**src/lcdw_pkg.sv**
```systemverilog
package lcdw_pkg;

  localparam logic [2:0] CMD_SERIAL = 3'd0;
  localparam logic [2:0] CMD_SELECT = 3'd1;
  localparam logic [2:0] CMD_MODE   = 3'd2;
  localparam logic [2:0] CMD_RESET  = 3'd3;
  localparam logic [2:0] CMD_READ   = 3'd4;

  localparam logic [7:0] BYTE_CLEAR  = 8'hE2;
  localparam logic [7:0] MASK_START  = 8'b1100_0000;
  localparam logic [7:0] PAT_START   = 8'b0100_0000;
  localparam logic [7:0] MASK_NIBBLE = 8'b1111_0000;
  localparam logic [7:0] PAT_PAGE    = 8'b1011_0000;
  localparam logic [7:0] PAT_COL_HI  = 8'b0001_0000;
  localparam logic [7:0] PAT_COL_LO  = 8'b0000_0000;
  localparam logic [4:0] START_MASK  = 5'b11111;

  typedef enum logic [2:0] {
    OP_NONE,
    OP_CLEAR,
    OP_START,
    OP_PAGE,
    OP_COL_HI,
    OP_COL_LO,
    OP_WRITE,
    OP_READ
  } op_kind_t;

  typedef struct packed {
    op_kind_t   kind;
    logic [7:0] data;
    logic [3:0] rpage;
    logic [7:0] rcol;
  } op_t;

endpackage

```
**src/lcdw_fifo.sv**
```systemverilog
module lcdw_fifo (
  input  logic           clk,
  input  logic           rst,
  input  logic           push,
  input  lcdw_pkg::op_t  push_op,
  output logic           full,
  input  logic           pop,
  output logic           valid,
  output lcdw_pkg::op_t  head
);
  import lcdw_pkg::*;

  op_t        entries [2];
  logic       wr_ptr;
  logic       rd_ptr;
  logic [1:0] count;

  assign full  = (count == 2'd2);
  assign valid = (count != 2'd0);
  assign head  = entries[rd_ptr];

  always_ff @(posedge clk) begin
    if (push) begin
      entries[wr_ptr] <= push_op;
    end
  end

  always_ff @(posedge clk) begin
    if (rst) begin
      wr_ptr <= 1'b0;
      rd_ptr <= 1'b0;
      count  <= 2'd0;
    end else begin
      if (push) begin
        wr_ptr <= !wr_ptr;
      end
      if (pop) begin
        rd_ptr <= !rd_ptr;
      end
      if (push && !pop) begin
        count <= count + 2'd1;
      end else if (pop && !push) begin
        count <= count - 2'd1;
      end
    end
  end

endmodule

```
**config.mk**
```make
export PLATFORM = sky130hd
export DESIGN_NAME = lcdw_fifo
export DESIGN_NICKNAME = d
export VERILOG_FILES = /design/src/lcdw_pkg.sv /design/src/lcdw_fifo.sv
export SDC_FILE = /design/constraint.sdc
export NUM_CORES = 1
export LEC_CHECK = 0
export BUFFER_PORTS_ARGS = -buffer_cell sky130_fd_sc_hd__clkbuf_2
export CORE_AREA = 4 4 72 61
export CTS_BUF_LIST = sky130_fd_sc_hd__clkbuf_4
export CTS_CLUSTER_SIZE = 20
export DETAILED_ROUTE_END_ITERATION = 8
export DIE_AREA = 0 0 76 65
export HOLD_SLACK_MARGIN = 0.05
export PLACE_DENSITY = 0.78
export SLEW_MARGIN = 20
export SYNTH_ARGS = -nofsm -noshare
export SYNTH_HDL_FRONTEND = slang
export SYNTH_SLANG_ARGS = --single-unit
```
**constraint.sdc**
```tcl
create_clock -name clk -period 2.8 [get_ports clk]
set_clock_uncertainty 0.15 [all_clocks]
set_input_delay 0.56 -clock clk [delete_from_list [all_inputs] [get_ports clk]]
set_output_delay 0.56 -clock clk [all_outputs]
set_load 0.1 [all_outputs]
```
==> flow_metrics.env <==
export IMPL_cp_slowest_cell="clkbuf_2"
export IMPL_synth_main_ff_cell="edfxtp_1"
export IMPL_worst_pin_slew_ns=0.553
export IMPL_syn_area_per_cell_um2=20.1
export IMPL_netlist_instances=93
export IMPL_yosys_top_cells_count="46 x edfxtp_1, 23 x mux2_2, 5 x dfxtp_1"
export IMPL_rows=20
export IMPL_drt_pass1_iter_count=2
export IMPL_worstPathArrival_ns=1.65
export IMPL_synthesis_area_um2=1870
export IMPL_startpoint_type="register"
export IMPL_crit_type="register to output pin"
export IMPL_post_cts_resized=0
export IMPL_required_ns=2.09
export IMPL_finalPower_mw=1.69
export IMPL_yosys_warnings=0
export IMPL_dpl_worst_slack_ns=0.844
export IMPL_yosys_area_top_type="edfxtp_1"
export IMPL_syn_nets=121
export IMPL_yosysMostFrequentCell="edfxtp_1"
export IMPL_fillCellCount=285
export IMPL_drcViolationCount=0
export IMPL_antenna_found_initial=0
export IMPL_setup_ws_ns=0.436
export IMPL_die_w_um=76
export IMPL_endpoint_kind="output pin"
export IMPL_status="finished, final reports clean"
export IMPL_clock_sinks=51
export IMPL_ir_worst_vdd_uv=400
export IMPL_initial_core_util_pct=50.7
export IMPL_port_buffers=51
export IMPL_drt_total_wl_um=2970
export IMPL_hp_class="primary input to register"
export IMPL_ctsRootBufferMaster="clkbuf_4"
export IMPL_ant_nets=0
export IMPL_dieArea_um2=4940
export IMPL_postCtsSetupBuffers=0
export IMPL_yosys_register_bits=51
export IMPL_cellPowerDensity_nw_per_um2=752
export IMPL_finalSetupTns_ns=0
export IMPL_dr_first_iter_drc_count=41
export IMPL_synth_area_leaders="edfxtp_1 74%, mux2_2 14%, dfxtp_1 5.4%"
export IMPL_place_hpwl_um=2110
export IMPL_setup_violations=0
export IMPL_die_y_um=65
export IMPL_cp_max_fo=12
export IMPL_seq_area_frac_synth_pct=79.4
export IMPL_cts_buffer_depth=2
export IMPL_grt_use_total_pct=13.5
export IMPL_drive_gt1_share_pct=56.5
export IMPL_cap_violations=0
export IMPL_cts_hold_buffers=0
export IMPL_area_growth_pct=20.4
export IMPL_grt_max_degree=17
export IMPL_cts_buffers=5
export IMPL_wire_per_inst_um=15.0
export IMPL_slowest_delay_ns=0.37
export IMPL_yosysTopAreaCellShare_pct=74.0
export IMPL_vias=982
export IMPL_cts_tree="yes"
export IMPL_synth_edf_count=46
export IMPL_synth_async_sr_flop_share_pct=0
export IMPL_p_leak_nw=0.875
export IMPL_gp_congestion=0.637
export IMPL_cts_max_level=2
export IMPL_synth_cell_types=16
export IMPL_slew_headroom_pct=63.3
export IMPL_rsz0062_at_grt="false"
export IMPL_via_per_inst=4.96
export IMPL_path_cells="buf_4 > mux2_2 > clkbuf_2"
export IMPL_slew_viol_final=0
export IMPL_hold_viol_final=0
export IMPL_fmax_ghz=0.423
export IMPL_min_period_ns=2.36
export IMPL_grt_pass1_wl_um=4970
export IMPL_fin_nets=181
export IMPL_clkTransAtPathRegs_ns=0.14
export IMPL_top_level_ports=52
export IMPL_core_um2=3680
export IMPL_period_share_pct=84.4
export IMPL_clock_latency_ns=0.36
export IMPL_overflow=0
export IMPL_first_global_vias=1034
export IMPL_insertedDiodeCount=0
==> where the power goes <==
part	switching [mW]	internal [mW]	total (mW)	leakage (nW)
clock network	0.217	0.0923	0.309	0.0263
logic	0.387	0.0954	0.482	0.375
registers	0.0144	0.883	0.898	0.473
==> placed cells by master (no fill, tap or decap), drive strengths merged <==
master / synthesis / final
inv: 1 / 1
nor2b: 1 / 1
ha: 1 / 1
and2: 1 / 1
mux2: 23 / 23
clkinv: 0 / 2
buf: 2 / 4
xor2: 2 / 2
o21ai: 1 / 1
a21oi: 1 / 1
dfxtp: 5 / 5
clkbuf: 0 / 56
or3: 1 / 1
xnor2: 2 / 2
clkinvlp: 0 / 1
and2b: 1 / 1
edfxtp: 46 / 46
nor2: 4 / 4
or2: 1 / 1
==> area by class of cell <==
class	count	area (µm²)	share of cell area (%)
timing repair buffer	55	285	12.7
sequential	51	1480	66.0
inverter	1	3.75	0.167
tap	44	55.1	2.45
multi-input combinational	39	368	16.4
clock buffer	5	37.5	1.67
clock inverter	3	15.0	0.669
==> state kept, by name, summed over array words and instances (netlist names), named ones only <==
register	count
entries	46
count	2
rd_ptr	1
wr_ptr	1
==> layer usage <==
metal | up-vias | global-route usage [%] | share of wire (%)
li1 | 476 | - | -
met1 | 464 | 15.4 | 40
met2 | 34 | 20.4 | 49
met3 | 8 | 7.08 | 7.7
met4 | 0 | 7.33 | 2.5
met5 | - | 0 | 0
==> final timing paths <==
| check | to | slack (ns) | cells past startpoint | from |
|---|---|---|---|---|
| min reg2reg | count[1] | 0.35 | 2 | count[1] |
| max | head[3] | 0.44 | 3 | register |
| max reg2reg | entries[1][2] | 1.18 | 2 | wr_ptr |
| min | entries[1][5] | 0.22 | 1 | push_op[5] |
==> worst max-delay path: cells and delay by family (launching register included) <==
| kind | cells | cell delay, ns |
|---|---|---|
| multiplexers | 1 | 0.36 |
| buffers and inverters | 2 | 0.57 |
| flip-flops | 1 | 0.35 |
==> cells by family (layout without fill, tap and decap cells) <==
| kind of cell | Yosys count | count (layout) | synth area share, % |
|---|---|---|---|
| compound gates | 2 | 2 | 0.536 |
| xor+xnor | 4 | 4 | 1.88 |
| fa+ha+maj | 1 | 1 | 0.671 |
| buf+inv | 3 | 64 | 1.01 |
| flops | 51 | 51 | 79.4 |
| mux | 23 | 23 | 13.9 |
| simple gates | 9 | 9 | 2.62 |
==> per-stage QoR <==
step	instance area, µm²	utilization [%]	std cells	hold WS [ns]
3_3_place_gp	2190	59.6	190	0.323
6_report	2250	61.1	198	0.219
5_1_grt	2250	61.1	198	0.178
2_1_floorplan	1870	-	93	0.306
4_1_cts	2250	61.1	198	0.203
3_5_place_dp	2190	59.6	190	0.337
(Power assumes the default switching activity.)
