==> config.mk <==
export PLATFORM = sky130hd
export DESIGN_NAME = lcdw_front
export DESIGN_NICKNAME = d
export VERILOG_FILES = /design/src/lcdw_pkg.sv /design/src/lcdw_front.sv
export SDC_FILE = /design/constraint.sdc
export NUM_CORES = 1
export LEC_CHECK = 0
export CAP_MARGIN = 5
export CORE_AREA = 3 3 40 42
export DETAILED_ROUTE_END_ITERATION = 6
export DIE_AREA = 0 0 43 45
export DONT_BUFFER_PORTS = 1
export MAX_ROUTING_LAYER = met4
export PLACE_DENSITY_LB_ADDON = 0.15
export SYNTH_ARGS = -nofsm -noshare
export SYNTH_HDL_FRONTEND = slang
export SYNTH_SLANG_ARGS = --single-unit
export TNS_END_PERCENT = 50
==> constraint.sdc <==
create_clock -name clk -period 2.2 [get_ports clk]
set_input_delay 0 -clock clk [delete_from_list [all_inputs] [get_ports clk]]
set_output_delay 0 -clock clk [all_outputs]
set_load 0.005 [all_outputs]
==> src/lcdw_pkg.sv <==
package lcdw_pkg;

  localparam logic [2:0] CMD_SERIAL = 3'd0;
  localparam logic [2:0] CMD_SELECT = 3'd1;
  localparam logic [2:0] CMD_MODE   = 3'd2;
  localparam logic [2:0] CMD_RESET  = 3'd3;
  localparam logic [2:0] CMD_READ   = 3'd4;

  localparam logic [7:0] BYTE_CLEAR  = 8'hE2;
  localparam logic [7:0] MASK_START  = 8'b1100_0000;
  localparam logic [7:0] PAT_START   = 8'b0100_0000;
  localparam logic [7:0] MASK_NIBBLE = 8'b1111_0000;
  localparam logic [7:0] PAT_PAGE    = 8'b1011_0000;
  localparam logic [7:0] PAT_COL_HI  = 8'b0001_0000;
  localparam logic [7:0] PAT_COL_LO  = 8'b0000_0000;
  localparam logic [4:0] START_MASK  = 5'b11111;

  typedef enum logic [2:0] {
    OP_NONE,
    OP_CLEAR,
    OP_START,
    OP_PAGE,
    OP_COL_HI,
    OP_COL_LO,
    OP_WRITE,
    OP_READ
  } op_kind_t;

  typedef struct packed {
    op_kind_t   kind;
    logic [7:0] data;
    logic [3:0] rpage;
    logic [7:0] rcol;
  } op_t;

endpackage

==> src/lcdw_front.sv <==
module lcdw_front #(
  parameter int PAGES   = 8,
  parameter int COLUMNS = 128
) (
  input  logic           clk,
  input  logic           rst,
  input  logic           s_tvalid,
  output logic           s_tready,
  input  logic [23:0]    s_tdata,   // value[7:0], read_page[11:8], read_column[19:12]
  input  logic [2:0]     s_tuser,   // command[2:0]
  input  logic           q_full,
  input  logic           clearing,
  output logic           q_push,
  output lcdw_pkg::op_t  q_op
);
  import lcdw_pkg::*;

  logic       select_level;
  logic       data_mode;
  logic [7:0] value;
  logic [3:0] rpage;
  logic [7:0] rcol;
  logic       level;
  logic       read_ok;
  op_kind_t   kind;
  op_kind_t   byte_kind;

  assign value   = s_tdata[7:0];
  assign rpage   = s_tdata[11:8];
  assign rcol    = s_tdata[19:12];
  assign level   = (value != 8'd0);
  assign read_ok = ({1'b0, rpage} < 5'(PAGES)) && ({1'b0, rcol} < 9'(COLUMNS));

  assign s_tready = !q_full && !clearing;
  assign q_push   = s_tvalid && s_tready;

  always_comb begin
    if (value == BYTE_CLEAR) begin
      byte_kind = OP_CLEAR;
    end else if ((value & MASK_START) == PAT_START) begin
      byte_kind = OP_START;
    end else if ((value & MASK_NIBBLE) == PAT_PAGE) begin
      byte_kind = OP_PAGE;
    end else if ((value & MASK_NIBBLE) == PAT_COL_HI) begin
      byte_kind = OP_COL_HI;
    end else if ((value & MASK_NIBBLE) == PAT_COL_LO) begin
      byte_kind = OP_COL_LO;
    end else begin
      byte_kind = OP_NONE;
    end
  end

  always_comb begin
    kind = OP_NONE;
    case (s_tuser)
      CMD_SERIAL: begin
        if (select_level) begin
          kind = data_mode ? OP_WRITE : byte_kind;
        end
      end
      CMD_RESET: begin
        kind = level ? OP_NONE : OP_CLEAR;
      end
      CMD_READ: begin
        kind = read_ok ? OP_READ : OP_NONE;
      end
      default: begin
        kind = OP_NONE;
      end
    endcase
  end

  assign q_op = '{kind: kind, data: value, rpage: rpage, rcol: rcol};

  always_ff @(posedge clk) begin
    if (rst) begin
      select_level <= 1'b0;
      data_mode    <= 1'b0;
    end else if (q_push) begin
      if (s_tuser == CMD_SELECT) begin
        select_level <= level;
      end
      if (s_tuser == CMD_MODE) begin
        data_mode <= level;
      end
    end
  end

endmodule

==> results_dict.tcl <==
set metrics [dict create \
    netlist.top_cell.by_area "sky130_fd_sc_hd__buf_4" \
    fp.dieH_microns 45 \
    synth.yosys.seq_area_share 0.104 \
    area_delta_synth_final_pct -25.6 \
    r2r_cells 2 \
    grt_first_pass_wirelength_microns 1080 \
    die_boundary_width_microns 43 \
    remaining_number_of_nets_flagged_by_the_antenna_check_after_routing 0 \
    post_synth_main_area_contributors "sky130_fd_sc_hd__buf_4 (39%), sky130_fd_sc_hd__dfxtp_1 (10%), sky130_fd_sc_hd__nor2_1 (6.8%)" \
    max_slew.worst_pin.slew_ps 413 \
    antenna_found_initial 0 \
    firstDrtPassIters 2 \
    placed_cells_incl_taps 46 \
    timing_hold_violations_final 0 \
    ff2ff_setup_slack_ps 1580 \
    pin_count 57 \
    detailedPlace.worstSlack_ps 1000 \
    pwr_density_cell_nw_per_um2 458 \
    drive_above_1_share 0.200 \
    post_drt_via_cell_ratio 5.52 \
    design.die.area_sq_um 1940 \
    cts-resized-gates 0 \
    clk_latency_worst_skew_pair_ps 220 \
    number_of_global_route_vias_before_repair 252 \
    htree_num_levels 1 \
    cts_made_buffers 3 \
    drt_drc_violations_left 0 \
    maxClockFrequency_mhz 781 \
    ff_latch_area_sq_um 40.0 \
    clock_sink_count 2 \
    track_usage 0.0813 \
    slew_violations 0 \
    hold_slack_ps 0.00200 \
    synth_cell_types 22 \
    grt_setup_unrepaired "false" \
    starting_density_of_the_core 0.301 \
    n_fill_cell 152 \
    instances_no_fill 50 \
    layout_setup_ws_ps 919 \
    fin_nets 69 \
    multi_input_comb_area_sq_um 196 \
    hold_path.class "in2out" \
    syn-instance-count 51 \
    crit_chain "or4b_1 -> o21ai_0" \
    design.core.area_sq_um 1280 \
    post_drt_wl_per_cell_microns 14.8 \
    final.setup_skew_ps 0 \
    net_count_synth 83 \
    critPathLaunchType "flop" \
    tritoncts "yes" \
    totalNegativeSetupSlack_ps 0 \
    cap_viol_max_count 0 \
    worst_ir_drop_vdd_uv 99.2 \
    post_synth_instance_area_sq_um 387 \
    yosys_warnings 0 \
    critical_path.endpoint_type "output pin" \
    pin_count_of_the_biggest_net_entering_global_routing 7 \
    post-layout-total-power_mw 0.132 \
    met2WireLength_microns 319 \
    cpPeakStageDelay_ps 480 \
    power_leakage_nw 0.0957 \
    met1_length_microns 289 \
    required_ps 2200 \
    criticalPathCategory "reg2out" \
    route.met3.wl_microns 128 \
    finalWorstPathRequiredPeriod_ps 1280 \
    worst-endpoint-arrival_ps 1280 \
    vias 276 \
    postCtsSetupBuffers 0 \
    ctsHoldBuffers 1 \
    routed_wire_length_microns 741 \
    numPortBuffers 0 \
    globalplace.congestion 0.710 \
    clk_pin_slew_ps 30 \
    cell_at_the_root_of_the_clock_tree "sky130_fd_sc_hd__clkbuf_4" \
    detailedRoute.firstIterationViolations 4 \
    timing.slew.headroom 0.724 \
    synth_seq_cells 2 \
    crit-reg2reg-launch "data_mode" \
    timing.final.setup_violations 0 \
    timing.rr.end "data_mode" \
    row_count 13 \
    grt_overflow_total 0 \
    uppermost_metal_layer_occupied_by_signal_nets "met4" \
    antenna_cells 0 \
    worstPathMaxFanout 3 \
    cts-root-to-sink-buffers 2 \
    critical-path-slowest-cell "sky130_fd_sc_hd__or4b_1" \
    crit_end "q_op[21]" \
    final.period_utilization 0.582 \
    startpoint "select_level" \
    synth_largest_type_area_fraction 0.388 \
    run_status "finished, final reports clean" \
    synthesis.area_per_instance_sq_um 7.58 \
]
stage by stage:
step | utilization | cell area, sq um
final | 0.224 | 288
after floorplan | - | 387
after global placement | 0.199 | 255
after detailed placement | 0.199 | 255
after global routing | 0.224 | 288
after CTS | 0.224 | 288
cell usage after synthesis:
cell and n:
sky130_fd_sc_hd__nor3b_1 1, sky130_fd_sc_hd__o21ai_0 3, sky130_fd_sc_hd__o211ai_2 1, sky130_fd_sc_hd__nor2b_1 1, sky130_fd_sc_hd__or4_1 1, sky130_fd_sc_hd__nand4_1 1
sky130_fd_sc_hd__buf_4 20, sky130_fd_sc_hd__and4bb_2 1, sky130_fd_sc_hd__mux2i_1 2, sky130_fd_sc_hd__o21ai_1 1, sky130_fd_sc_hd__or3_4 1, sky130_fd_sc_hd__nand3_1 1
sky130_fd_sc_hd__nor2_1 7, sky130_fd_sc_hd__a31oi_1 1, sky130_fd_sc_hd__or4b_1 1, sky130_fd_sc_hd__nand3b_1 1, sky130_fd_sc_hd__dfxtp_1 2, sky130_fd_sc_hd__or3_1 1
sky130_fd_sc_hd__nand4b_1 1, sky130_fd_sc_hd__nand2b_1 1, sky130_fd_sc_hd__or4_4 1, sky130_fd_sc_hd__a21oi_1 1
power by group:
group | internal [mW] | total, mW | switching, mW
Clock | 0.0601 | 0.0803 | 0.0202
Combinational | 0.00830 | 0.0142 | 0.00587
Sequential | 0.0370 | 0.0373 | 0.000294
Total | 0.105 | 0.132 | 0.0264
logic make-up after synthesis:
kind of cell | Yosys count | synth area share
flip-flops | 2 | 0.104
AND/OR/NAND/NOR | 20 | 0.343
multiplexers | 2 | 0.0518
buffers and inverters | 20 | 0.388
AO/OA/AOI/OAI | 7 | 0.113
critical path, delay by kind of cell (launching register included):
kind             cells  cell delay (ps)
AND/OR/NAND/NOR      1              480
AO/OA/AOI/OAI        1              270
flip-flops           1              310
state kept, by name, indices dropped and copies added, names as in the netlist:
signal        count
data_mode         1
select_level      1
placed cells by master, fill, tap and decap left out:
cell	instances
sky130_fd_sc_hd__or3_4	1
sky130_fd_sc_hd__dlygate4sd3_1	1
sky130_fd_sc_hd__nand3b_1	1
sky130_fd_sc_hd__dfxtp_1	2
sky130_fd_sc_hd__nand3_1	1
sky130_fd_sc_hd__clkbuf_4	3
sky130_fd_sc_hd__o21ai_1	1
sky130_fd_sc_hd__or4_4	1
sky130_fd_sc_hd__a21oi_1	1
sky130_fd_sc_hd__or4b_1	1
sky130_fd_sc_hd__and4bb_2	1
sky130_fd_sc_hd__nand4b_1	1
sky130_fd_sc_hd__mux2i_1	2
sky130_fd_sc_hd__nand2b_1	1
sky130_fd_sc_hd__a31oi_1	1
sky130_fd_sc_hd__nor2_1	7
sky130_fd_sc_hd__nor3b_1	1
sky130_fd_sc_hd__o211ai_2	1
sky130_fd_sc_hd__or4_1	1
sky130_fd_sc_hd__o21ai_0	3
sky130_fd_sc_hd__nand4_1	1
sky130_fd_sc_hd__nor2b_1	1
sky130_fd_sc_hd__or3_1	1
how the worst min path moves through the flow:
stage	start	to	slack, ps	cells past startpoint
after global routing	s_tdata[16]	q_op[4]	0.009	0
after CTS	s_tdata[17]	q_op[5]	0.03	0
after detailed placement	s_tdata[17]	q_op[5]	0.03	0
after global placement	s_tdata[17]	q_op[5]	0.03	0
final	s_tdata[16]	q_op[4]	0.002	0
after floorplan	q_full	s_tready	30	1
cell type report:
class,count,area share
repair buffers,1,0.0348
well taps,15,0.0652
multi-input cells,29,0.683
clock buffers,3,0.0783
flip-flops and latches,2,0.139
routing by layer:
| layer | vias to the layer above | GRT usage |
|---|---|---|
| met5 | - | - |
| met4 | 0 | 0.0904 |
| met3 | 2 | 0.0438 |
| met2 | 22 | 0.0958 |
| met1 | 122 | 0.0887 |
| li1 | 130 | - |
No activity file was read; power rests on OpenSTA's default activity.
